==> config.mk <==
export PLATFORM = sky130hd
export DESIGN_NAME = palette_to_mono_dither
export DESIGN_NICKNAME = d
export VERILOG_FILES = /design/src/hw/rtl/p2md_pkg.sv /design/src/hw/rtl/p2md_luma.sv /design/src/hw/rtl/p2md_sort.sv /design/src/hw/rtl/p2md_decide.sv /design/src/hw/rtl/palette_to_mono_dither.sv
export VERILOG_INCLUDE_DIRS = /design/src /design/src/hw/rtl
export SDC_FILE = /design/constraint.sdc
export NUM_CORES = 1
export LEC_CHECK = 0
export BUFFER_PORTS_ARGS = -buffer_cell sky130_fd_sc_hd__buf_2
export CORE_MARGIN = 1.5
export CORE_UTILIZATION = 40
export CTS_BUF_LIST = sky130_fd_sc_hd__clkbuf_4 sky130_fd_sc_hd__clkbuf_8 sky130_fd_sc_hd__clkbuf_16
export CTS_CLUSTER_SIZE = 8
export DETAILED_ROUTE_END_ITERATION = 16
export SLEW_MARGIN = 10
export SYNTH_ARGS = -nofsm -noshare
export SYNTH_HDL_FRONTEND = slang
export SYNTH_SLANG_ARGS = --single-unit
==> constraint.sdc <==
create_clock -name clk -period 11.38 [get_ports clk]
set_input_delay 0 -clock clk [delete_from_list [all_inputs] [get_ports clk]]
set_output_delay 0 -clock clk [all_outputs]
set_load 0.03 [all_outputs]
==> src/hw/rtl/palette_to_mono_dither_macros.svh <==
// Assertion macros for the palette to mono dither block.
`ifndef PALETTE_TO_MONO_DITHER_MACROS_SVH
`define PALETTE_TO_MONO_DITHER_MACROS_SVH

`ifndef SYNTHESIS

// Property holds at every edge outside reset.
`define P2MD_ASSERT(label, clk, rst_n, prop, msg) \
	label: assert property (@(posedge clk) disable iff (!rst_n) prop) else $error(msg);

// Antecedent implies consequent in the following cycle.
`define P2MD_ASSERT_NEXT(label, clk, rst_n, ante, cons, msg) \
	label: assert property (@(posedge clk) disable iff (!rst_n) (ante) |=> (cons)) \
		else $error(msg);

`else

`define P2MD_ASSERT(label, clk, rst_n, prop, msg)
`define P2MD_ASSERT_NEXT(label, clk, rst_n, ante, cons, msg)

`endif

`endif

==> src/hw/rtl/p2md_pkg.sv <==
`default_nettype none

package p2md_pkg;

	localparam int unsigned NUM_COLORS = 4;

	typedef logic [7:0]  luma_t;
	typedef logic [23:0] rgb_t;

	typedef enum logic [2:0] {
		CFG_COLOR_ZERO  = 3'd0,
		CFG_COLOR_ONE   = 3'd1,
		CFG_COLOR_TWO   = 3'd2,
		CFG_COLOR_THREE = 3'd3,
		CFG_DITHER      = 3'd4
	} cfg_idx_t;

	typedef struct packed {
		logic [15:0] pixel_pair;
		logic        row_odd;
		logic        dither_en;
	} item_t;

	localparam logic [7:0] LUMA_R_COEF = 8'd77;
	localparam logic [7:0] LUMA_G_COEF = 8'd150;
	localparam logic [7:0] LUMA_B_COEF = 8'd29;

	// 2x2 Bayer thresholds, 64*m+32, indexed [row parity][column parity]
	localparam logic [7:0] BAYER_THR [2][2] = '{
		'{8'd32,  8'd160},
		'{8'd224, 8'd96}
	};

	function automatic logic [7:0] bayer_thr(input logic row_odd, input logic col_odd);
		bayer_thr = BAYER_THR[row_odd][col_odd];
	endfunction

endpackage

`default_nettype wire

==> src/hw/rtl/p2md_luma.sv <==
`default_nettype none

module p2md_luma (
	input  wire logic                   clk,
	input  wire logic                   arst_n,
	input  wire logic                   valid,
	input  wire p2md_pkg::item_t        item,
	input  wire p2md_pkg::rgb_t [3:0]   colors,
	output logic                        valid_s1,
	output p2md_pkg::item_t             item_s1,
	output p2md_pkg::luma_t [3:0]       luma_s1
);

	p2md_pkg::luma_t [3:0] luma;

	always_comb begin
		logic [15:0] sum;
		for (int c = 0; c < 4; c++) begin
			sum = {8'd0, colors[c][23:16]} * {8'd0, p2md_pkg::LUMA_R_COEF}
				+ {8'd0, colors[c][15:8]} * {8'd0, p2md_pkg::LUMA_G_COEF}
				+ {8'd0, colors[c][7:0]} * {8'd0, p2md_pkg::LUMA_B_COEF};
			luma[c] = sum[15:8];
		end
	end

	always_ff @(posedge clk or negedge arst_n) begin
		if (!arst_n) begin
			valid_s1 <= 1'b0;
		end else begin
			valid_s1 <= valid;
		end
	end

	always_ff @(posedge clk) begin
		item_s1 <= item;
		luma_s1 <= luma;
	end

endmodule

`default_nettype wire

==> src/hw/rtl/p2md_sort.sv <==
`default_nettype none

module p2md_sort (
	input  wire logic                   clk,
	input  wire logic                   arst_n,
	input  wire logic                   valid_s1,
	input  wire p2md_pkg::item_t        item_s1,
	input  wire p2md_pkg::luma_t [3:0]  luma_s1,
	output logic                        valid_s2,
	output p2md_pkg::item_t             item_s2,
	output p2md_pkg::luma_t [3:0]       luma_s2,
	output p2md_pkg::luma_t             lmin_s2,
	output p2md_pkg::luma_t             range_s2,
	output p2md_pkg::luma_t             thr_s2
);

	p2md_pkg::luma_t a0, a1, a2, a3;
	p2md_pkg::luma_t b0, b1, b2, b3;
	p2md_pkg::luma_t m1, m2;
	logic [8:0]      mid_sum;
	p2md_pkg::luma_t span;

	// five compare-exchanges in three levels
	always_comb begin
		a0 = (luma_s1[0] > luma_s1[1]) ? luma_s1[1] : luma_s1[0];
		a1 = (luma_s1[0] > luma_s1[1]) ? luma_s1[0] : luma_s1[1];
		a2 = (luma_s1[2] > luma_s1[3]) ? luma_s1[3] : luma_s1[2];
		a3 = (luma_s1[2] > luma_s1[3]) ? luma_s1[2] : luma_s1[3];
		b0 = (a0 > a2) ? a2 : a0;
		b2 = (a0 > a2) ? a0 : a2;
		b1 = (a1 > a3) ? a3 : a1;
		b3 = (a1 > a3) ? a1 : a3;
		m1 = (b1 > b2) ? b2 : b1;
		m2 = (b1 > b2) ? b1 : b2;
		mid_sum = {1'b0, m1} + {1'b0, m2};
		span = b3 - b0;
	end

	always_ff @(posedge clk or negedge arst_n) begin
		if (!arst_n) begin
			valid_s2 <= 1'b0;
		end else begin
			valid_s2 <= valid_s1;
		end
	end

	always_ff @(posedge clk) begin
		item_s2  <= item_s1;
		luma_s2  <= luma_s1;
		lmin_s2  <= b0;
		range_s2 <= (span == 8'd0) ? 8'd1 : span;
		thr_s2   <= mid_sum[8:1];
	end

endmodule

`default_nettype wire

==> src/hw/rtl/p2md_decide.sv <==
`default_nettype none

module p2md_decide (
	input  wire logic                   clk,
	input  wire logic                   arst_n,
	input  wire logic                   valid_s2,
	input  wire p2md_pkg::item_t        item_s2,
	input  wire p2md_pkg::luma_t [3:0]  luma_s2,
	input  wire p2md_pkg::luma_t        lmin_s2,
	input  wire p2md_pkg::luma_t        range_s2,
	input  wire p2md_pkg::luma_t        thr_s2,
	output logic                        valid_s3,
	output logic [15:0]                 pixel_pair_s3,
	output logic [3:0][1:0]             black_s3
);

	logic [15:0]     lim [2];
	logic [3:0][1:0] black;

	// floor(x / range) < t  <=>  x < t * range
	always_comb begin
		logic [7:0]  d;
		logic [15:0] x;
		for (int k = 0; k < 2; k++) begin
			lim[k] = {8'd0, p2md_pkg::bayer_thr(item_s2.row_odd, k[0])} * {8'd0, range_s2};
		end
		for (int c = 0; c < 4; c++) begin
			d = luma_s2[c] - lmin_s2;
			x = ({d, 8'd0} - {8'd0, d}) + {9'd0, range_s2[7:1]};
			for (int k = 0; k < 2; k++) begin
				black[c][k] = item_s2.dither_en ? (x < lim[k]) : (luma_s2[c] < thr_s2);
			end
		end
	end

	always_ff @(posedge clk or negedge arst_n) begin
		if (!arst_n) begin
			valid_s3 <= 1'b0;
		end else begin
			valid_s3 <= valid_s2;
		end
	end

	always_ff @(posedge clk) begin
		pixel_pair_s3 <= item_s2.pixel_pair;
		black_s3      <= black;
	end

endmodule

`default_nettype wire

==> src/hw/rtl/palette_to_mono_dither.sv <==
// Palette to mono converter: each accepted beat (start high, busy low) carries
// two 2bpp source bytes and the row parity; done pulses for one cycle with
// the matching mono byte once it has passed the four register stages (luma,
// sort, per-color decision, pack). busy stays low, so a beat can enter every
// cycle. Results cannot be stalled. Palette and dither registers are
// written through the cfg port (always ready) and should change only while no
// beat is in flight.
`default_nettype none

`include "palette_to_mono_dither_macros.svh"

module palette_to_mono_dither (
	input  wire logic        clk,
	input  wire logic        arst_n,
	input  wire logic        start,
	output logic             busy,
	input  wire logic [15:0] pixel_pair,
	input  wire logic        row_odd,
	output logic             done,
	output logic [7:0]       mono_byte,
	input  wire logic        cfg_valid,
	output logic             cfg_ready,
	input  wire logic [2:0]  cfg_index,
	input  wire logic [23:0] cfg_data
);

	p2md_pkg::rgb_t [3:0]  colors_q;
	logic                  dither_q;
	logic                  accept;
	p2md_pkg::item_t       item;

	logic                  valid_s1, valid_s2, valid_s3;
	p2md_pkg::item_t       item_s1, item_s2;
	p2md_pkg::luma_t [3:0] luma_s1, luma_s2;
	p2md_pkg::luma_t       lmin_s2, range_s2, thr_s2;
	logic [15:0]           pixel_pair_s3;
	logic [3:0][1:0]       black_s3;
	logic [7:0]            mono;

	assign busy      = 1'b0;
	assign cfg_ready = 1'b1;
	assign accept    = start && !busy;

	always_comb begin
		item.pixel_pair = pixel_pair;
		item.row_odd    = row_odd;
		item.dither_en  = dither_q;
	end

	always_ff @(posedge clk or negedge arst_n) begin
		if (!arst_n) begin
			colors_q <= '0;
			dither_q <= 1'b0;
		end else if (cfg_valid && cfg_ready) begin
			case (cfg_index)
				p2md_pkg::CFG_COLOR_ZERO:  colors_q[0] <= cfg_data;
				p2md_pkg::CFG_COLOR_ONE:   colors_q[1] <= cfg_data;
				p2md_pkg::CFG_COLOR_TWO:   colors_q[2] <= cfg_data;
				p2md_pkg::CFG_COLOR_THREE: colors_q[3] <= cfg_data;
				p2md_pkg::CFG_DITHER:      dither_q    <= cfg_data[0];
				default: ;
			endcase
		end
	end

	p2md_luma u_luma (
		.clk      (clk),
		.arst_n   (arst_n),
		.valid    (accept),
		.item     (item),
		.colors   (colors_q),
		.valid_s1 (valid_s1),
		.item_s1  (item_s1),
		.luma_s1  (luma_s1)
	);

	p2md_sort u_sort (
		.clk      (clk),
		.arst_n   (arst_n),
		.valid_s1 (valid_s1),
		.item_s1  (item_s1),
		.luma_s1  (luma_s1),
		.valid_s2 (valid_s2),
		.item_s2  (item_s2),
		.luma_s2  (luma_s2),
		.lmin_s2  (lmin_s2),
		.range_s2 (range_s2),
		.thr_s2   (thr_s2)
	);

	p2md_decide u_decide (
		.clk           (clk),
		.arst_n        (arst_n),
		.valid_s2      (valid_s2),
		.item_s2       (item_s2),
		.luma_s2       (luma_s2),
		.lmin_s2       (lmin_s2),
		.range_s2      (range_s2),
		.thr_s2        (thr_s2),
		.valid_s3      (valid_s3),
		.pixel_pair_s3 (pixel_pair_s3),
		.black_s3      (black_s3)
	);

	// pixel i from bits 2i+1:2i, lands at bit 7-i; columns alternate even/odd
	always_comb begin
		for (int i = 0; i < 8; i++) begin
			mono[7 - i] = black_s3[pixel_pair_s3[2 * i +: 2]][i % 2];
		end
	end

	always_ff @(posedge clk or negedge arst_n) begin
		if (!arst_n) begin
			done <= 1'b0;
		end else begin
			done <= valid_s3;
		end
	end

	always_ff @(posedge clk) begin
		mono_byte <= mono;
	end

	`P2MD_ASSERT(a_latency, clk, arst_n, accept |-> ##4 done, "accepted beat gave no result")
	`P2MD_ASSERT(a_no_phantom, clk, arst_n, done |-> $past(accept, 4), "result without a beat")
	`P2MD_ASSERT_NEXT(a_range_nz, clk, arst_n, valid_s1, range_s2 != 8'd0, "zero luma range")

endmodule

`default_nettype wire

==> results.cfg <==
[run_status]
outcome = completed

[worst_setup_path]
worstSetupPathType = register to register
cp.required_ns = 11.85
start_kind = register
arrival_ns = 7.16
setup.worst_path.end_class = register
crit_path_max_fanout = 5

[logic_synthesis]
yosysMostFrequentCell = ha_1
ys_async_sr_fraction_pct = 39.3
syn-mean-instance-area_um2 = 10.3
synth_edf_count = 0
synthTopCellsByCount = ha_1, inv_1, fa_1, dfxtp_1, a21oi_1
synth.area.top_cells = ha_1, fa_1, dfxtp_1
netlist_area_um2 = 26800
synth_top_area_share_pct = 27.8
synth-seq-cells = 257
netlist.top_cell.by_area = ha_1
synth_flop_cell = dfxtp_1
ys_types = 65
yosysWarnings = 0
synth-seq-area-share_pct = 21.1
synth_cells = 2600

[job]
maxCapViolCount = 0

[global_route]
grt_pass1_wl_um = 102000
overflow = 0
antenna_found_initial = 0
track_usage_pct = 19.0
grt_max_degree = 59
grt_pass1_vias = 19500

[die]
core-area_um2 = 66000
die_y_um = 262
fp-row-count = 94
start_util_pct = 40.6
die_width_um = 262
io_pins = 59
die_area_um2 = 68500

[final_layout]
n_antenna_cell = 0
layout.nets = 3613
fill_cells = 6144
syn2layout_area_growth_pct = 11.2
layout-drive-gt1-share_pct = 8.40
final_core_util_pct = 45.1

[drt]
dr_total_vias = 17900
drc_errors = 0
wire_per_inst_um = 17.2
drtPass1Iterations = 5
viasPerCell = 4.94
drt_iter0_markers = 613
routed_wl_um = 62000
ant_nets = 0

[placed_design]
gp_congestion = 0.907
numPortBuffers = 56
dp_hpwl_um = 51900
place_ws_ns = 4.71

[clock_network]
cts_htree_levels = 2
cts-buffers-inserted = 38
cts_tree = done
post_cts_resize_count = 0
cts.clk_slew.worst_paths_ns = 0.06
clock-root-buffer = clkbuf_16
cts_hold_buf = 50
postCtsSetupBuffers = 0
clk_path_buf_depth = 3
clock_latency_ns = 0.56
cts.sinks = 257

[timing]
setup_viol = 0
worst_pin_slew_ns = 1.11
slew_headroom_pct = 25.9
max_freq_ghz = 0.150
finalCritPeriodShare_pct = 58.8
layout_min_cycle_time_ns = 6.69
hold_viol_final = 0
rsz0062_at_grt = false
fin_tns_setup_ns = 0
drv_slew = 0
worst_slack_ns = 4.69
skew_ns = 0.0233
whs_ns = 0.0905

[min_path]
holdCritPathClass = input pin to register
registers in the layout, indices dropped and copies added, names as in the netlist:
name,count
colors_q,96
u_luma.luma_s1,32
u_sort.luma_s2,32
u_luma.item_s1,18
u_sort.item_s2,18
u_decide.pixel_pair_s3,16
mono_byte,8
u_decide.black_s3,8
u_sort.lmin_s2,8
u_sort.range_s2,8
u_sort.thr_s2,8
dither_q,1
done,1
u_decide.valid_s3,1
u_luma.valid_s1,1
u_sort.valid_s2,1
stage by stage:
stage | area [µm²] | std cells
after floorplan | 26800 | 2603
after global placement | 28100 | 3507
after detailed placement | 28100 | 3507
after CTS | 29800 | 3615
after global routing | 29800 | 3615
final | 29800 | 3615
cell type report:
class                           instances  area (µm²)  area share (%)
Timing Repair Buffer                  113         853            2.87
Clock buffer                           55        1080            3.64
Inverter                              496        1860            6.25
Clock inverter                          3        62.6           0.210
Tap cell                              864        1080            3.63
Multi-Input combinational cell       1827       19200            64.4
Sequential cell                       257        5650            19.0
worst max-delay path, stage by stage, from the launching register on:
cell	delay (ns)
dfrtp_1	0.43
ha_1	0.31
ha_1	0.27
inv_1	0.05
fa_1	0.52
inv_1	0.05
fa_1	0.45
ha_1	0.32
or3_1	0.34
nand2_1	0.10
fa_1	0.43
fa_1	0.48
fa_1	0.48
inv_1	0.05
fa_1	0.47
ha_1	0.33
nor2b_1	0.16
o31a_1	0.31
or4_1	0.44
a31o_1	0.25
a21oi_1	0.20
xnor2_1	0.14
final timing paths:
| kind | depth (start not counted) | startpoint | slack (ns) | to |
|---|---|---|---|---|
| setup reg to reg | 21 | colors_q[12] | 4.69 | u_luma.luma_s1[7] |
| hold / removal | 2 | pixel_pair[10] | 0.09 | u_luma.item_s1[12] |
| min in group asynchronous | 4 | arst_n | 0.50 | colors_q[50] |
| setup / recovery | 21 | colors_q[12] | 4.69 | u_luma.luma_s1[7] |
| hold reg to reg | 0 | u_sort.item_s2[6] | 0.32 | u_decide.pixel_pair_s3[4] |
| max in group asynchronous | 4 | arst_n | 10.08 | colors_q[76] |
routing by layer:
layer	vias to the layer above	share of wire [%]	wire [µm]	GRT usage (%)
met1	8659	45	27600	23.6
met4	0	3.3	2070	6.51
met2	203	49	30700	33.9
met3	87	2.7	1650	2.22
met5	-	0	0	0
li1	8911	-	-	-
layout by cell type (no fill, tap or decap), types with 10 or more instances in the layout:
master         instances
a21o_1                95
a21oi_1              114
and2_1                10
buf_2                 55
clkbuf_16             38
clkbuf_4              16
dfrtp_1              101
dfxtp_1              156
dlygate4sd3_1         49
fa_1                 237
ha_1                 595
inv_1                493
mux2_2                83
mux2i_1               35
nand2_1               56
nand2b_1              32
nand3_1               15
nand4_1               10
nor2_1                89
nor2b_1               41
nor3_1                18
o21a_1                35
o21ai_0               66
o21ai_1               11
o21bai_1              41
xnor2_1              105
xor2_1                45
cell families after synthesis:
kind of cell / share of synthesized area (%)
AOI/OAI and AO/OA: 10.0
xor gates and xnor gates: 4.91
adders and majority gates: 45.5
buffers and inverters: 7.32
DFF: 21.1
muxes: 5.47
other: 0.0280
and+or+nand+nor: 5.65
Power is not shown: default switching activity piles up to over one toggle a cycle in this logic, so the estimate is an artifact.
